## config.mk

```make
export PLATFORM = sky130hd
export DESIGN_NAME = prq_queue
export DESIGN_NICKNAME = d
export VERILOG_FILES = /design/src/design/prq_pkg.sv /design/src/design/prq_cell.sv /design/src/design/prq_queue.sv
export SDC_FILE = /design/constraint.sdc
export NUM_CORES = 1
export LEC_CHECK = 0
export ABC_AREA = 1
export BUFFER_PORTS_ARGS = -buffer_cell sky130_fd_sc_hd__buf_2
export CAP_MARGIN = 5
export CORE_ASPECT_RATIO = 1.1
export CORE_MARGIN = 2
export CORE_UTILIZATION = 64
export DETAILED_ROUTE_END_ITERATION = 6
export MAX_ROUTING_LAYER = met4
export PLACE_DENSITY = 0.8
export SLEW_MARGIN = 40
export SYNTH_ARGS = -nofsm -noshare
export SYNTH_HDL_FRONTEND = slang
export SYNTH_SLANG_ARGS = --single-unit
```

## constraint.sdc

```tcl
create_clock -name clk -period 4.6 [get_ports clk]
set_input_delay 1.38 -clock clk [delete_from_list [all_inputs] [get_ports clk]]
set_output_delay 1.38 -clock clk [all_outputs]
set_load 0.02 [all_outputs]
```

## src/design/prq_pkg.sv

```systemverilog
// ----------------------------------------------------------------------------
// prq_pkg: shared types and constants of the priority ready queue scheduler
// Holds the command and status codes, reset values, sequencer states, queue
// cell controls and the item structs of the command and result channels.
// ----------------------------------------------------------------------------
package prq_pkg;

  // command codes
  typedef enum logic [2:0] {
    CMD_MAKE_READY = 3'd0,
    CMD_YIELD      = 3'd1,
    CMD_BLOCK      = 3'd2,
    CMD_SLEEP      = 3'd3,
    CMD_TICK       = 3'd4,
    CMD_SET_PRIO   = 3'd5
  } cmd_t;

  // result status codes
  localparam logic [1:0] ST_OK          = 2'd0;
  localparam logic [1:0] ST_READY_FULL  = 2'd1;
  localparam logic [1:0] ST_SLEEP_FULL  = 2'd2;
  localparam logic [1:0] ST_SLEEP_IDLE  = 2'd3;

  // fixed reset values
  localparam int         DEFAULT_PRIORITY = 31;
  localparam logic [7:0] SLICE_RESET      = 8'd4;
  localparam logic [7:0] SLICE_MAX        = 8'hFF;
  localparam logic [15:0] INITIAL_ID      = 16'd1;

  // sequencer states
  typedef enum logic [2:0] {
    S_IDLE,
    S_CHECK,
    S_YIELD,
    S_YIELD_INS,
    S_LEAVE,
    S_WAKE,
    S_TICK_END
  } state_t;

  // per-cycle operation on a queue row
  typedef struct packed {
    logic ins;
    logic pop;
  } q_op_t;

  typedef struct packed {
    logic [2:0]  command;
    logic [15:0] thread_id;
    logic [5:0]  priority_req;
    logic [62:0] tick_value;
  } in_t;

  typedef struct packed {
    logic [15:0] running_id;
    logic [5:0]  running_priority;
    logic        idle_active;
    logic        switched;
    logic [4:0]  ready_count;
    logic [1:0]  status;
  } out_t;

endpackage

```

## src/design/prq_cell.sv

```systemverilog
// ----------------------------------------------------------------------------
// prq_cell: one entry of a sorted queue row
// Holds a key and data word; on insert it keeps, takes the new entry or
// takes its left neighbor; on pop it takes its right neighbor.
// ----------------------------------------------------------------------------
module prq_cell #(
  parameter int KW        = 6,
  parameter int DW        = 16,
  parameter bit ORDER_ASC = 1'b0
) (
  input  logic            clk,
  input  prq_pkg::q_op_t  op,
  input  logic            at_or_past_fill,
  input  logic            left_ins,
  input  logic [KW-1:0]   new_key,
  input  logic [DW-1:0]   new_data,
  input  logic [KW-1:0]   left_key,
  input  logic [DW-1:0]   left_data,
  input  logic [KW-1:0]   right_key,
  input  logic [DW-1:0]   right_data,
  output logic [KW-1:0]   key,
  output logic [DW-1:0]   data,
  output logic            ins_here
);

  logic [KW-1:0] key_r, key_nxt;
  logic [DW-1:0] data_r, data_nxt;
  logic          behind;

  // new entry goes ahead of this one when it orders strictly first
  assign behind   = ORDER_ASC ? (key_r > new_key) : (key_r < new_key);
  assign ins_here = at_or_past_fill || behind;

  // next entry from own, new, left or right
  always_comb begin
    key_nxt  = key_r;
    data_nxt = data_r;
    if (op.ins && ins_here) begin
      if (left_ins) begin
        key_nxt  = left_key;
        data_nxt = left_data;
      end else begin
        key_nxt  = new_key;
        data_nxt = new_data;
      end
    end else if (op.pop) begin
      key_nxt  = right_key;
      data_nxt = right_data;
    end
  end

  always_ff @(posedge clk) begin
    key_r  <= key_nxt;
    data_r <= data_nxt;
  end

  assign key  = key_r;
  assign data = data_r;

endmodule

```

## src/design/prq_queue.sv

```systemverilog
// ----------------------------------------------------------------------------
// prq_queue: sorted queue built as a row of cells
// Ordered insert and head pop act on all cells at once; a fill count marks the
// entries in use.
// ----------------------------------------------------------------------------
module prq_queue #(
  parameter int DEPTH     = 16,
  parameter int KW        = 6,
  parameter int DW        = 16,
  parameter bit ORDER_ASC = 1'b0,
  localparam int FW       = $clog2(DEPTH + 1)
) (
  input  logic            clk,
  input  logic            rst_n,
  input  prq_pkg::q_op_t  op,
  input  logic [KW-1:0]   new_key,
  input  logic [DW-1:0]   new_data,
  output logic [KW-1:0]   head_key,
  output logic [DW-1:0]   head_data,
  output logic [FW-1:0]   fill,
  output logic            full
);

  logic [KW-1:0] keys  [DEPTH];
  logic [DW-1:0] datas [DEPTH];
  logic          ins_f [DEPTH];
  logic [FW-1:0] fill_r, fill_nxt;

  // row of cells, each linked to its neighbors
  for (genvar i = 0; i < DEPTH; i++) begin : g_cell
    localparam int L = (i == 0) ? 0 : i - 1;
    localparam int R = (i == DEPTH - 1) ? i : i + 1;
    prq_cell #(.KW(KW), .DW(DW), .ORDER_ASC(ORDER_ASC)) u_cell (
      .clk             (clk),
      .op              (op),
      .at_or_past_fill (32'(fill_r) <= i),
      .left_ins        ((i == 0) ? 1'b0 : ins_f[L]),
      .new_key         (new_key),
      .new_data        (new_data),
      .left_key        (keys[L]),
      .left_data       (datas[L]),
      .right_key       (keys[R]),
      .right_data      (datas[R]),
      .key             (keys[i]),
      .data            (datas[i]),
      .ins_here        (ins_f[i])
    );
  end

  // fill count
  always_comb begin
    fill_nxt = fill_r;
    if (op.ins && !op.pop) begin
      fill_nxt = fill_r + FW'(1);
    end else if (op.pop && !op.ins) begin
      fill_nxt = fill_r - FW'(1);
    end
  end

  always_ff @(posedge clk) begin
    if (!rst_n) begin
      fill_r <= '0;
    end else begin
      fill_r <= fill_nxt;
    end
  end

  assign head_key  = keys[0];
  assign head_data = datas[0];
  assign fill      = fill_r;
  assign full      = (32'(fill_r) >= DEPTH);

endmodule

```

# Word-level counts from Yosys, hierarchy flattened
# Index checks and enable logic that the tools add are counted.
[totals]
ff_bits = 357
input_bits = 26
wordCells = 212
[op_classes]
n_addsub = 2
order_cmp = 33
n_mux = 92
reduce_logical = 52
[op_table]
columns = ["op", "n"]
rows = [
  ["16-bit 2-to-1 mux", 45],
  ["6-bit 2-to-1 mux", 45],
  ["6-bit less-than comparator", 16],
  ["5-bit by 4-bit less-or-equal comparator with 1-bit output (second input constant)", 8],
  ["2-bit nonzero test", 16],
  ["5-bit by 3-bit less-or-equal comparator with 1-bit output (second input constant)", 4],
  ["1-bit logical AND", 18],
  ["1-bit logical OR", 16],
  ["5-bit by 1-bit less-or-equal comparator with 1-bit output (second input constant)", 2],
  ["5-bit by 2-bit less-or-equal comparator with 1-bit output (second input constant)", 2],
  ["5-bit 2-to-1 mux", 2],
  ["5-bit by 1-bit adder with 5-bit output (second input constant)", 1],
  ["5-bit >= comparator (second input constant)", 1],
  ["5-bit by 1-bit subtractor with 5-bit output (second input constant)", 1],
  ["1-bit zero test", 2],
]

# Longest topological paths before layout
[logic_depth]
ltp_word = 4
mapped_depth = 13
mapped_depth_nobuf = 11

# By module
# From an unflattened synthesis, not the netlist that was laid out.
[hier_totals]
hier_cells = 2605
area_unflattened_um2 = 23488.8
[modules_own_cells]
columns = ["mod", "instances", "cells_each", "area_per_inst_um2", "seq_area_each_um2"]
rows = [
  ["prq_cell", 16, 157, 1432.6, 660.6],
  ["prq_queue", 1, 93, 566.8, 100.1],
]

# Worst setup path after synthesis
# OpenSTA, ideal clock, no wires.
[synth_timing]
path_kind = "input-to-reg"
startpoint = "input port new_key[5]"
endpoint = "register g_cell[15].u_cell.data_r[0], enable pin"
t_arrival_ns = 3.713
t_required_ns = 4.192
path_slack_ns = 0.478
cell_stages = 7
path_buffers = 1
cell_sequence = "clkbuf_1 > inv_1 > ha_1 > a21oi_1 > o21a_1 > nand2_1 > a21oi_1"
[synth_via]
elab_chain_cells = 3
[synth_lines]
columns = ["item", "line", "rtl"]
rows = [
  ["from (decl)", "prq_queue.sv:16", "input logic [KW-1:0] new_key,"],
  ["6-bit less-than comparator", "prq_cell.sv:31", "assign behind = ORDER_ASC ? (key_r > new_key) : (key_r < new_key);"],
  ["1-bit logical OR", "prq_cell.sv:32", "assign ins_here = at_or_past_fill || behind;"],
  ["1-bit logical AND", "prq_cell.sv:38", "if (op.ins && ins_here) begin"],
  ["to (signal assigned)", "prq_cell.sv:54", "data_r <= data_nxt;"],
  ["to (decl)", "prq_cell.sv:27", "logic [DW-1:0] data_r, data_nxt;"],
]
# No other way between the ends.
# A chain may end at the register's enable or synchronous reset.

# Final worst setup path
[layout_timing]
startpoint = "input port new_key[4]"
endpoint = "register g_cell[7].u_cell.data_r[0], enable pin"
[layout_via]
elab_chain_cells = 4
[layout_lines]
columns = ["item", "line"]
rows = [
  ["6-bit less-than comparator", "prq_cell.sv:31"],
  ["1-bit logical OR", "prq_cell.sv:32"],
  ["1-bit logical AND", "prq_cell.sv:38"],
  ["2-bit nonzero test (no line)", "--"],
  ["to (signal assigned)", "prq_cell.sv:54"],
  ["to (decl)", "prq_cell.sv:27"],
]
# No other way between the ends.

==> results.sh <==
export IMPL_stdcell_count=3443
export IMPL_ir_drop_v=0.0004336
export IMPL_synth_cell_area_mm2=0.02239
export IMPL_syn2layout_area_growth_pct=7.146
export IMPL_io_pins=54
export IMPL_cpMostUsedCell="nand2_1"
export IMPL_synth_nets=3118
export IMPL_pwr_share_comb_pct=37.9
export IMPL_worstSkewPairLatency_ps=560
export IMPL_gp_congestion=0.9997
export IMPL_cp_start_kind="input pin"
export IMPL_die_x_um=182.4
export IMPL_status="completed"
export IMPL_crit_path_end_kind="flip-flop"
export IMPL_synth_cell_types=32
export IMPL_post_cts_buffers=0
export IMPL_holdBufCountCts=0
export IMPL_p_leak_uw=0.01232
export IMPL_slew_violations=0
export IMPL_placed_area_mm2=0.02270
export IMPL_antenna_found_initial=2
export IMPL_swShare_pct=43.35
export IMPL_setup_viol=0
export IMPL_critPathMaxFanout=24
export IMPL_power_frac_seq_pct=42.9
export IMPL_drv_cap=0
export IMPL_total_power_uw=16470
export IMPL_grt_pass1_vias=19206
export IMPL_root_buffer="clkbuf_16"
export IMPL_switching_power_uw=7138
export IMPL_cp_num_buf_inv=5
export IMPL_vias=20625
export IMPL_dp_hpwl_um=52010
export IMPL_timing_rr_start="fill[1]"
export IMPL_grtUsageTotal_pct=42.73
export IMPL_layout_common_cells="1778 x nand2_1, 352 x edfxtp_1, 311 x nand3_1, 104 x inv_1, 87 x ha_1"
export IMPL_multi_input_area_mm2=0.01023
export IMPL_initial_core_util_pct=65.14
export IMPL_maxSlewHeadroom_pct=43.78
export IMPL_drtAntennaViolNets=0
export IMPL_drc_errors=0
export IMPL_slowest_stage="buf_2"
export IMPL_clock_path_buffers=3
export IMPL_port_buffer_count=53
export IMPL_cp_cell_sequence="buf_2 -> inv_1 -> buf_4 -> ha_1 -> nand2_1 -> inv_1 -> a21oi_1 -> nand2_1 -> nand2_2 -> nand2_2 -> nand2_1 -> buf_4"
export IMPL_finalCritPeriodShare_pct=81.98
export IMPL_numCtsBuffers=40
export IMPL_clockPowerShare_pct=19.2
export IMPL_dp_cells=3368
export IMPL_hp_class="reg2reg"
export IMPL_drive_gt1_share_pct=7.961
export IMPL_rsz0062_at_grt="false"
export IMPL_final_common_cell="nand2_1"
export IMPL_power_density_mw_per_mm2=686.2
export IMPL_arrival_ps=3990
export IMPL_path_class="in2reg"
export IMPL_post_cts_resized=0
export IMPL_ys_warnings_count=0
export IMPL_path_delay_family="buffers and inverters"
export IMPL_drtIter0Drc=3033
export IMPL_cts_max_level=2
export IMPL_core_area_mm2=0.03438
export IMPL_seq_area_frac_synth_pct=47.65
export IMPL_wire_per_inst_um=21.79
export IMPL_tightest_slew_ps=841.3
export IMPL_synth_seq_cells=357
export IMPL_dieArea_mm2=0.03650
export IMPL_timing_hold_ws_ps=553.2
export IMPL_required_ps=4820
export IMPL_num_rows=71
export IMPL_num_fill_cells=2839
export IMPL_grt_overflow=0
export IMPL_period_minus_slack_ps=3771
export IMPL_die_h_um=200.2
export IMPL_final_area_mm2=0.02399
export IMPL_min_from="g_cell[15].u_cell.data[5]"
export IMPL_syn_inst=3005
export IMPL_syn_avg_cell_area_um2=7.452
export IMPL_finalClockSkew_ps=24.57
export IMPL_cp_startpoint="new_key[4]"
export IMPL_nNetsFinal=3085
export IMPL_fmax_ghz=0.2652
export IMPL_viasPerCell=5.990
export IMPL_critical_path_max_stage_delay_ps=390
export IMPL_p_int_uw=9327
export IMPL_routed_wl_um=75010
export IMPL_grt_first_pass_wirelength_um=114100
export IMPL_drt_pass1_iter_count=6
export IMPL_cts_tree="built"
export IMPL_clock_sinks=357
export IMPL_hold_viol_final=0
export IMPL_cts_clk_slew_worst_paths_ps=60
export IMPL_register_area_mm2=0.01067
export IMPL_setup_tns_ps=0
export IMPL_grt_max_degree=46
logic make-up after synthesis:
| logic type | after synthesis | share of synthesized area, % |
|---|---|---|
| AO/OA/AOI/OAI | 92 | 2.302 |
| XOR/XNOR | 2 | 0.07824 |
| adder cells (fa/ha/maj) | 87 | 4.861 |
| buffers and inverters | 318 | 6.828 |
| flip-flops | 357 | 47.65 |
| AND/OR/NAND/NOR | 2149 | 38.28 |
final cells by class:
cell class / instances / area share [%]
Timing Repair Buffer: 120 / 3.306
Multi-Input combinational cell: 2330 / 42.63
Clock buffer: 49 / 4.490
Sequential cell: 357 / 44.47
Tap cell: 438 / 2.284
Clock inverter: 23 / 0.8552
Inverter: 123 / 1.935
Antenna cell: 3 / 0.03129
routing by layer:
metal	up-vias	share of wire, %	GRT usage, %
met5	-	0	-
met4	0	9.1	30.67
met3	312	13	11.31
met2	1387	41	58.89
met1	9387	36	54.46
li1	9539	-	-
synthesized netlist by cell type:
cell,instances,area [um2]
nor2_2,1,6.260
o21ai_1,5,25.02
clkbuf_1,52,195.2
buf_6,12,135.1
dfxtp_1,5,100.1
ha_1,87,1089
a211oi_1,1,7.510
a21oi_1,27,135.1
a21oi_2,3,26.28
nor2_4,2,22.52
nand2_4,2,22.52
nand3_1,311,1556
inv_1,104,390.4
buf_4,35,262.8
nand2_1,1779,6678
a21oi_4,1,16.27
buf_1,7,26.28
inv_2,18,67.56
nor2_1,25,93.84
o21a_2,1,8.760
o21ai_2,5,43.79
xnor2_1,1,8.760
edfxtp_1,352,10570
buf_2,89,445.4
xor2_1,1,8.760
a21o_1,1,7.510
o21ai_0,46,230.2
o21a_1,2,15.01
nor3_1,1,5.000
inv_4,1,6.260
nand2_2,27,168.9
nor2_8,1,20.02
power groups by stage:
| stage | clock network, uW | logic, uW | registers (uW) |
|---|---|---|---|
| 6_report | 3170 | 6240 | 7060 |
| 5_1_grt | 3310 | 7070 | 7080 |
| 4_1_cts | 3180 | 6110 | 6870 |
| 3_5_place_dp | 0 | 6070 | 6910 |
| 3_3_place_gp | 0 | 5860 | 6940 |
| 2_1_floorplan | 0 | 4720 | 6110 |
flip-flops by register name, summed over array words and instances, names as in the netlist:
name                count
g_cell.u_cell.data    256
g_cell.u_cell.key      96
fill                    5
tightest hold or removal path: stages, from the launching register on:
cell and delay (ps):
edfxtp_1 320, nand2_1 70, nand2_1 60
path summary, 6_finish.rpt:
check | cells past startpoint | slack [ps] | to
setup reg to reg | 10 | 1530 | g_cell[1].u_cell.key[3]
hold reg to reg | 2 | 550 | g_cell[14].u_cell.data[5]
setup / recovery | 12 | 830 | g_cell[7].u_cell.data[0]
hold / removal | 2 | 550 | g_cell[14].u_cell.data[5]
stage by stage:
step	worst slack, ps	util (%)
finish	829.0	69.79
global route	677.4	69.79
CTS	913.9	69.75
detailed placement	365.1	66.02
global placement	450.2	65.95
floorplan	478.3	-
Note: power is estimated with default switching activity, not from simulation.
